<file path="src/rtl/core/sigpf_pkg.sv">
// ----------------------------------------------------------------------------
// sigpf_pkg
// Shared types and constants for the idle-gap serial packet framer.
// ----------------------------------------------------------------------------
package sigpf_pkg;

  localparam int BUF_DEPTH = 64;
  localparam int ADDR_W    = (BUF_DEPTH > 1) ? $clog2(BUF_DEPTH) : 1;
  localparam int LEN_W     = 7;
  localparam int GAP_W     = 8;
  localparam int BYTE_W    = 8;

  localparam logic [GAP_W-1:0] GAP_RESET = GAP_W'(5);
  localparam logic [GAP_W-1:0] GAP_MIN   = GAP_W'(1);
  localparam logic [GAP_W-1:0] GAP_MAX   = GAP_W'(250);

  // request modes
  localparam logic [1:0] MODE_BYTE = 2'd0;
  localparam logic [1:0] MODE_TICK = 2'd1;
  localparam logic [1:0] MODE_READ = 2'd2;

  // result kinds
  localparam logic [1:0] KIND_EVENT = 2'd0;
  localparam logic [1:0] KIND_BYTE  = 2'd1;
  localparam logic [1:0] KIND_EMPTY = 2'd2;

  typedef struct packed {
    logic [1:0]        mode;
    logic [BYTE_W-1:0] rx_byte;
  } in_item_t;

  typedef struct packed {
    logic [1:0]        result_kind;
    logic [BYTE_W-1:0] data_byte;
    logic              last_byte;
    logic [LEN_W-1:0]  packet_length;
  } out_item_t;

  // controller -> datapath
  typedef struct packed {
    logic in_fire;     // request accepted this cycle
    logic start_read;  // begin streaming the stored packet
    logic issue;       // read next byte from the store
    logic load;        // move read data into the output register
  } cmd_t;

  // datapath -> controller
  typedef struct packed {
    logic pkt_ready;   // packet complete and not empty
    logic rd_more;     // bytes left to fetch
    logic q_valid;     // store read data waiting
    logic out_valid;   // output register occupied
  } status_t;

endpackage

</file>
<file path="src/rtl/core/sigpf_ram.sv">
// ----------------------------------------------------------------------------
// sigpf_ram
// Generic single-write, single-read RAM with registered read data.
// ----------------------------------------------------------------------------
module sigpf_ram #(
  parameter int WIDTH = 8,
  parameter int DEPTH = 64,
  parameter int AW    = (DEPTH > 1) ? $clog2(DEPTH) : 1
) (
  input  logic             clk,
  input  logic             we,
  input  logic [AW-1:0]    waddr,
  input  logic [WIDTH-1:0] wdata,
  input  logic             re,
  input  logic [AW-1:0]    raddr,
  output logic [WIDTH-1:0] rdata
);

  logic [WIDTH-1:0] mem [DEPTH];
  logic [WIDTH-1:0] rdata_r;

  always_ff @(posedge clk) begin
    if (we) begin
      mem[waddr] <= wdata;
    end
    if (re) begin
      rdata_r <= mem[raddr];
    end
  end

  assign rdata = rdata_r;

endmodule

</file>
<file path="src/rtl/core/sigpf_ctrl.sv">
// ----------------------------------------------------------------------------
// sigpf_ctrl
// Controller: request acceptance and packet read streaming sequence.
// ----------------------------------------------------------------------------
module sigpf_ctrl (
  input  logic               clk,
  input  logic               rst_n,
  input  logic               in_valid,
  output logic               in_ready,
  input  logic [1:0]         in_mode,
  input  logic               out_ready,
  input  sigpf_pkg::status_t st_i,
  output sigpf_pkg::cmd_t    cmd_o
);
  import sigpf_pkg::*;

  typedef enum logic [1:0] {
    ST_IDLE   = 2'b01,
    ST_STREAM = 2'b10
  } state_t;

  state_t state_r, state_nxt;
  logic   out_free;

  assign out_free = !st_i.out_valid || out_ready;

  always_comb begin
    in_ready         = (state_r == ST_IDLE) && out_free;
    cmd_o.in_fire    = in_valid && in_ready;
    cmd_o.start_read = cmd_o.in_fire && (in_mode == MODE_READ) && st_i.pkt_ready;
    cmd_o.load       = st_i.q_valid && out_free;
    // keep one read in flight; refill as soon as the pending byte moves on
    cmd_o.issue      = (state_r == ST_STREAM) && st_i.rd_more
                       && (!st_i.q_valid || cmd_o.load);
  end

  always_comb begin
    state_nxt = state_r;
    unique case (state_r)
      ST_IDLE: begin
        if (cmd_o.start_read) begin
          state_nxt = ST_STREAM;
        end
      end
      ST_STREAM: begin
        if (!st_i.rd_more && (!st_i.q_valid || cmd_o.load)) begin
          state_nxt = ST_IDLE;
        end
      end
      default: state_nxt = ST_IDLE;
    endcase
  end

  always_ff @(posedge clk) begin
    if (!rst_n) begin
      state_r <= ST_IDLE;
    end else begin
      state_r <= state_nxt;
    end
  end

  a_no_fire_while_pending: assert property (@(posedge clk) disable iff (!rst_n)
    in_ready |-> !st_i.q_valid)
    else $error("request accepted while store data pending");

  a_issue_in_stream: assert property (@(posedge clk) disable iff (!rst_n)
    cmd_o.issue |=> st_i.q_valid)
    else $error("store read issued without data following");

  a_load_fills_out: assert property (@(posedge clk) disable iff (!rst_n)
    cmd_o.load |=> st_i.out_valid)
    else $error("output register not filled after load");

endmodule

</file>
<file path="src/rtl/core/sigpf_dp.sv">
// ----------------------------------------------------------------------------
// sigpf_dp
// Datapath: gap register, write index, gap counter, packet store, output stage.
// ----------------------------------------------------------------------------
module sigpf_dp (
  input  logic                         clk,
  input  logic                         rst_n,
  input  sigpf_pkg::in_item_t          in_data,
  input  logic                         out_ready,
  output logic                         out_valid,
  output sigpf_pkg::out_item_t         out_data,
  input  logic                         cfg_we,
  input  logic [sigpf_pkg::GAP_W-1:0]  cfg_wdata,
  input  sigpf_pkg::cmd_t              cmd_i,
  output sigpf_pkg::status_t           st_o
);
  import sigpf_pkg::*;

  logic [GAP_W-1:0]  gap_r;
  logic [LEN_W-1:0]  widx_r, widx_nxt;
  logic [GAP_W-1:0]  cnt_r, cnt_nxt;
  logic [LEN_W-1:0]  rd_idx_r, rd_idx_nxt;
  logic [LEN_W-1:0]  rd_len_r, rd_len_nxt;
  logic              q_valid_r, q_valid_nxt;
  logic              q_last_r;
  logic              out_valid_r, out_valid_nxt;
  out_item_t         out_r, out_nxt;

  logic [GAP_W-1:0]  g_eff, g_p1, g_p2, cnt_inc;
  logic              complete, store_we, single_res;
  logic [BYTE_W-1:0] ram_q;
  out_item_t         single_item;

  always_comb begin
    g_eff = gap_r;
    if (gap_r < GAP_MIN) begin
      g_eff = GAP_MIN;
    end else if (gap_r > GAP_MAX) begin
      g_eff = GAP_MAX;
    end
    g_p1    = g_eff + GAP_W'(1);
    g_p2    = g_eff + GAP_W'(2);
    cnt_inc = cnt_r + GAP_W'(1);
  end

  assign complete = (cnt_r >= g_p1);
  assign store_we = cmd_i.in_fire && (in_data.mode == MODE_BYTE)
                    && (widx_r < LEN_W'(BUF_DEPTH));

  always_comb begin
    widx_nxt    = widx_r;
    cnt_nxt     = cnt_r;
    rd_idx_nxt  = rd_idx_r;
    rd_len_nxt  = rd_len_r;
    single_res  = 1'b0;
    single_item = '0;

    if (cmd_i.in_fire) begin
      unique case (in_data.mode)
        MODE_BYTE: begin
          if (store_we) begin
            widx_nxt = widx_r + LEN_W'(1);
          end
          cnt_nxt = GAP_W'(1);
        end
        MODE_TICK: begin
          if ((cnt_r != '0) && (cnt_r < g_p2)) begin
            cnt_nxt = cnt_inc;
            if (cnt_inc == g_p1) begin
              single_res                = 1'b1;
              single_item.result_kind   = KIND_EVENT;
              single_item.packet_length = widx_r;
            end
          end
        end
        MODE_READ: begin
          if (!complete || (widx_r == '0)) begin
            single_res              = 1'b1;
            single_item.result_kind = KIND_EMPTY;
            single_item.last_byte   = 1'b1;
          end
          if (complete) begin
            rd_len_nxt = widx_r;
            rd_idx_nxt = '0;
            widx_nxt   = '0;
            cnt_nxt    = '0;
          end
        end
        default: ;
      endcase
    end

    if (cmd_i.issue) begin
      rd_idx_nxt = rd_idx_r + LEN_W'(1);
    end
  end

  sigpf_ram #(
    .WIDTH (BYTE_W),
    .DEPTH (BUF_DEPTH)
  ) u_store (
    .clk   (clk),
    .we    (store_we),
    .waddr (widx_r[ADDR_W-1:0]),
    .wdata (in_data.rx_byte),
    .re    (cmd_i.issue),
    .raddr (rd_idx_r[ADDR_W-1:0]),
    .rdata (ram_q)
  );

  always_comb begin
    q_valid_nxt = q_valid_r;
    if (cmd_i.issue) begin
      q_valid_nxt = 1'b1;
    end else if (cmd_i.load) begin
      q_valid_nxt = 1'b0;
    end

    out_nxt       = out_r;
    out_valid_nxt = out_valid_r;
    if (cmd_i.load) begin
      out_nxt.result_kind   = KIND_BYTE;
      out_nxt.data_byte     = ram_q;
      out_nxt.last_byte     = q_last_r;
      out_nxt.packet_length = rd_len_r;
      out_valid_nxt         = 1'b1;
    end else if (single_res) begin
      out_nxt       = single_item;
      out_valid_nxt = 1'b1;
    end else if (out_ready) begin
      out_valid_nxt = 1'b0;
    end
  end

  always_ff @(posedge clk) begin
    if (!rst_n) begin
      gap_r       <= GAP_RESET;
      widx_r      <= '0;
      cnt_r       <= '0;
      rd_idx_r    <= '0;
      rd_len_r    <= '0;
      q_valid_r   <= 1'b0;
      out_valid_r <= 1'b0;
    end else begin
      if (cfg_we) begin
        gap_r <= cfg_wdata;
      end
      widx_r      <= widx_nxt;
      cnt_r       <= cnt_nxt;
      rd_idx_r    <= rd_idx_nxt;
      rd_len_r    <= rd_len_nxt;
      q_valid_r   <= q_valid_nxt;
      out_valid_r <= out_valid_nxt;
    end
  end

  always_ff @(posedge clk) begin
    if (cmd_i.issue) begin
      q_last_r <= (rd_idx_r + LEN_W'(1) == rd_len_r);
    end
    out_r <= out_nxt;
  end

  always_comb begin
    st_o.pkt_ready = complete && (widx_r != '0);
    st_o.rd_more   = (rd_idx_r != rd_len_r);
    st_o.q_valid   = q_valid_r;
    st_o.out_valid = out_valid_r;
  end

  assign out_valid = out_valid_r;
  assign out_data  = out_r;

  a_one_source: assert property (@(posedge clk) disable iff (!rst_n)
    !(cmd_i.load && single_res))
    else $error("output register loaded from two sources");

  a_read_clears: assert property (@(posedge clk) disable iff (!rst_n)
    cmd_i.start_read |=> (widx_r == '0) && (cnt_r == '0) && st_o.rd_more)
    else $error("packet read did not clear index and counter");

  a_idx_bound: assert property (@(posedge clk) disable iff (!rst_n)
    (widx_r <= LEN_W'(BUF_DEPTH)) && (rd_idx_r <= rd_len_r))
    else $error("index out of range");

endmodule

</file>
<file path="src/rtl/core/serial_idle_gap_packet_framer.sv">
// ----------------------------------------------------------------------------
// serial_idle_gap_packet_framer
// Frames received serial bytes into packets separated by an idle gap.
//
//   channel  ports                          carries
//   in       in_valid/in_ready/in_data      byte, timer tick or read request
//   out      out_valid/out_ready/out_data   frame event, packet byte, no-packet
//   cfg      cfg_we/cfg_wdata               gap_ticks, written immediately
//
// Requests are taken only while no read streams; an event or no-packet answer
// waits in the output register and the next request is taken once it is free.
// A read streams its bytes from the registered store read data through the
// output register, one per cycle unless stalled, and stalls lose nothing.
// Reset is synchronous; the store is not cleared, only bytes written since the
// last packet read are ever read.
// ----------------------------------------------------------------------------
module serial_idle_gap_packet_framer (
  input  logic                         clk,
  input  logic                         rst_n,
  input  logic                         in_valid,
  output logic                         in_ready,
  input  sigpf_pkg::in_item_t          in_data,
  output logic                         out_valid,
  input  logic                         out_ready,
  output sigpf_pkg::out_item_t         out_data,
  input  logic                         cfg_we,
  input  logic [sigpf_pkg::GAP_W-1:0]  cfg_wdata
);
  import sigpf_pkg::*;

  cmd_t    cmd;
  status_t st;

  sigpf_ctrl u_ctrl (
    .clk       (clk),
    .rst_n     (rst_n),
    .in_valid  (in_valid),
    .in_ready  (in_ready),
    .in_mode   (in_data.mode),
    .out_ready (out_ready),
    .st_i      (st),
    .cmd_o     (cmd)
  );

  sigpf_dp u_dp (
    .clk       (clk),
    .rst_n     (rst_n),
    .in_data   (in_data),
    .out_ready (out_ready),
    .out_valid (out_valid),
    .out_data  (out_data),
    .cfg_we    (cfg_we),
    .cfg_wdata (cfg_wdata),
    .cmd_i     (cmd),
    .st_o      (st)
  );

endmodule

</file>
<file path="config.mk">
export PLATFORM = sky130hd
export DESIGN_NAME = serial_idle_gap_packet_framer
export DESIGN_NICKNAME = d
export VERILOG_FILES = /design/src/rtl/core/sigpf_pkg.sv /design/src/rtl/core/sigpf_ram.sv /design/src/rtl/core/sigpf_ctrl.sv /design/src/rtl/core/sigpf_dp.sv /design/src/rtl/core/serial_idle_gap_packet_framer.sv
export SDC_FILE = /design/constraint.sdc
export NUM_CORES = 1
export LEC_CHECK = 0
export BUFFER_PORTS_ARGS = -buffer_cell sky130_fd_sc_hd__buf_4
export CORE_ASPECT_RATIO = 0.7
export CORE_MARGIN = 10
export CORE_UTILIZATION = 45
export CTS_CLUSTER_SIZE = 14
export DETAILED_ROUTE_END_ITERATION = 12
export PLACE_DENSITY = 0.6
export SETUP_SLACK_MARGIN = 0.15
export SYNTH_ARGS = -nofsm -noshare
export SYNTH_HDL_FRONTEND = slang
export SYNTH_SLANG_ARGS = --single-unit
</file>
<file path="constraint.sdc">
create_clock -name clk -period 8.8 [get_ports clk]
set_input_delay 0.44 -clock clk [delete_from_list [all_inputs] [get_ports clk]]
set_output_delay 0.44 -clock clk [all_outputs]
set_load 0.005 [all_outputs]
</file>
==> impl_results.md <==
- Outcome: complete, no violations
- CP Class: register to register
- Setup Fix Bufs, Post-CTS: 0
- CP Max Fanout: 16
- Hold path endpoint: u_dp.gap_r[0]
- Synth area leader: edfxtp_1
- Top Ports: between 40 and 50
- Gate power share: 0.022
- Post-synthesis sequential area ratio: 0.7176
- Initial Utilization: 0.4542
- Hold Path Origin: cfg_wdata[0]
- Total CTS buffers: 53
- DRT Wirelength: between 50000 and 60000 µm
- CTS tree: built
- Post-synthesis async set-or-reset flop share: 0
- Syn Area/Cell: between 15 and 20 µm²
- Static Leak: slightly above 8 nW
- Setup TNS: 0 ns
- Hold-fix buffers at CTS: 0
- Setup Skew: around 0.020 ns
- Clk sinks: slightly below 600
- DP Cell Count: about 1900
- Area of the mapped netlist: approximately 0.024 mm²
- Die area: between 0.06 and 0.07 mm²
- Initial antenna violation count: 1
- R2R depth: 14
- P_int: 0.004240 W
- Yosys top cell area share: 0.6813
- Max_cap viols: 0
- Post-route insts no fill: a little under 2000
- Vias in the first global route: ~12000
- Core Area: about 0.052 mm²
- Nets@finish: about 1300
- Synthesized flop and latch total: 580
- Synth Warn #: 0
- Routed WL per cell: 26.79 µm
- Startpoint types: register
- Final setup fails: 0
- DR vias/cell: between 5 and 6
- Floorplan row count: 70
- WHS Path Cells: 3
- Syn Inst Count: ~1200
- CP max stage cell: a2bb2oi_2
- First DRT Iteration DRCs: 1133
- Setup slack, reg-to-reg: around 4.0 ns
- Critical-path cell list: nand3_1 -> nor2_1 -> a21o_2 -> ha_1 -> and3_1 -> nand2_1 -> mux2i_1 -> ha_1 -> a2111o_1 -> a31oi_1 -> a21bo_2 -> o21ai_0 -> nand2_1 -> a2bb2oi_2
- # port buffers: 42
- GP Congestion: 0.8484
- Netlist cell types: 67
- CTS clk-pin slew, worst paths: around 0.06 ns
- Via count: 11630
- Clock latency on the worst-skew pair: just under 0.6 ns
- Ys flop type: edfxtp_1
- Final ANT Viol Nets: 0
- Placed cell areas: around 0.025 mm²
- Fin. max-slew vios: 0
- Reg power frac: 0.567
- Worst r2r dst: u_dp.out_data[13]
- Max stage delay on crit path: approximately 0.73 ns
- Rel. slew slack: 0.2998
- Detailed Routing Iterations Pass 1: 5
- Post-Syn Nets: approximately 1300
- Final HPWL from detailed placement: between 30000 and 40000 µm
- Largest net degree at the start of global routing: around 110
- Congestion Overflow GR: 0
- RSZ-0062 raised after global routing: false
- Cts repair resizes: 0
- Ranking of synthesized cells by area: edfxtp_1 (68%), mux4_2 (16%), dfxtp_1 (3.6%)
- Critical path required time: about 9.0 ns
- Cell chosen for the clock root: clkbuf_16
- ANT cells: 0
- Post-synth EDFFs: approximately 540
- PwrDens: slightly above 200 mW/mm²
- DRC: 0
- Hold Vio Cnt, Final: 0
- Final Cell Area: ~0.026 mm²
- Hold Crit Class: input port to register
- Final period util: 0.5477
- Global-route wire length before repair: slightly below 80000 µm
- Critical Path AT: around 5.0 ns
- Clock Power Share: 0.410
- Total track usage: 0.1698
- Switching power total: between 0.001 and 0.0015 W
- Area growth syn-to-layout: 10.90%
- H-tree levels: 2
- Sw frac: 0.2036
- F_max: between 200 and 250 MHz
- Worst hold margin: about 0.065 ns
- Reg2reg start: u_dp.gap_r[3]
- DIE HEIGHT: 211.9 µm
- Minimum clock period: a little under 5 ns
- Die W: just under 300 µm
- Max IR drop VDD: 0.1371 mV
- Crit. End Element: register
- Least-Margin Pin Slew: 1.050 ns
- Layout cell share with drive strength beyond 1: 0.2413
- Final Power: 0.005323 W
- Longest Clk Path Bufs: 3
cells in the mapped netlist (3+ instances only):
master and instances:
edfxtp_1 537, mux4_2 168, nor2_1 95, dfxtp_1 43, nand2_1 32, clkbuf_1 27, ha_1 27, nand3_1 27
xnor2_1 21, inv_1 18, mux2i_1 18, o21ai_0 18, buf_1 17, a21oi_1 14, buf_2 14, xor2_1 13
and2_1 10, a22o_1 8, nor3_1 8, nand2b_1 7, a31oi_1 6, o211ai_1 6, and3_1 5, nand3b_1 5
nand4_1 5, nor2b_1 5, or3_1 5, buf_6 3, nor4_1 3, o21a_1 3
worst max-delay path by stage:
stage,cells past startpoint,start,end,slack (ns)
CTS,14,u_dp.gap_r[3],u_dp.out_data[3],4.01
global route,14,u_dp.gap_r[3],u_dp.out_data[1],3.69
detailed placement,14,u_dp.gap_r[3],u_dp.out_data[11],4.03
finish,14,u_dp.gap_r[3],u_dp.out_data[13],3.98
floorplan,13,u_dp.gap_r[4],u_dp.out_data[0],4.51
global placement,14,u_dp.gap_r[3],u_dp.out_data[11],4.33
logic make-up after synthesis:
family,after synthesis,synth area share
xor+xnor,36,0.01422
flops,580,0.7176
buf+inv,85,0.01633
compound gates,79,0.02363
fa+ha+maj,27,0.01427
simple gates,220,0.04599
mux,187,0.1679
cell usage in the layout, fill, tap and decap left out, types with 9 or more instances in the layout:
master / instances
ha_1: 27
clkinv_1: 11
mux4_2: 168
dfxtp_1: 39
nand3_1: 27
clkbuf_16: 54
o21ai_0: 18
xnor2_1: 21
clkbuf_1: 11
nor2_1: 95
and2_1: 10
xor2_1: 13
a21oi_1: 14
clkinv_2: 9
buf_4: 49
nand2_1: 32
mux2i_1: 18
inv_1: 18
edfxtp_1: 537
flip-flops by register name, summed over array words and instances (netlist names):
name,cells
u_dp.q_last_r,1
u_ctrl.state_r,2
u_dp.cnt_r,8
u_dp.out_valid,1
u_dp.rd_len_r,7
u_dp.u_store.mem,512
u_dp.widx_r,7
u_dp.gap_r,8
u_dp.rd_idx_r,7
u_dp.out_data,18
u_dp.q_valid_r,1
u_dp.u_store.rdata,8
power by group through the flow:
stage / clock [W] / sequential (W) / combinational (W)
floorplan: 0 / 0.00308 / 0.0000533
global placement: 0 / 0.00308 / 0.000116
detailed placement: 0 / 0.00308 / 0.000120
CTS: 0.00223 / 0.00302 / 0.000121
global route: 0.00233 / 0.00302 / 0.000131
finish: 0.00218 / 0.00302 / 0.000119
routing by layer:
metal  global-route usage  vias to the layer above  share of wire
li1                     -                     5030              -
met1               0.2741                     6156           0.50
met2               0.2269                      379           0.41
met3              0.03883                       67          0.072
met4              0.03863                        0          0.019
met5                    0                        -              0
worst max-delay path: cells and delay by family, from the launching register on:
| kind | cells | cell delay [ns] |
|---|---|---|
| AO/OA/AOI/OAI | 6 | 1.96 |
| adder cells (fa/ha/maj) | 2 | 0.59 |
| flip-flops | 1 | 0.58 |
| multiplexers | 1 | 0.32 |
| AND/OR/NAND/NOR | 5 | 0.98 |
stage by stage:
step | utilization | setup slack, ns
floorplan | - | 4.511
global placement | 0.4727 | 4.325
detailed placement | 0.4727 | 4.031
CTS | 0.5037 | 4.012
global route | 0.5037 | 3.693
finish | 0.5037 | 3.980
layout make-up:
cell class | instances | area (µm²)
sequential | 580 | 17000
fill | 4142 | 25860
multi-input combinational | 549 | 6316
timing repair buffer | 50 | 387.9
clock inverter | 28 | 214.0
tap | 684 | 855.8
inverter | 20 | 75.07
clock buffer | 66 | 1406
(Power assumes the default switching activity.)
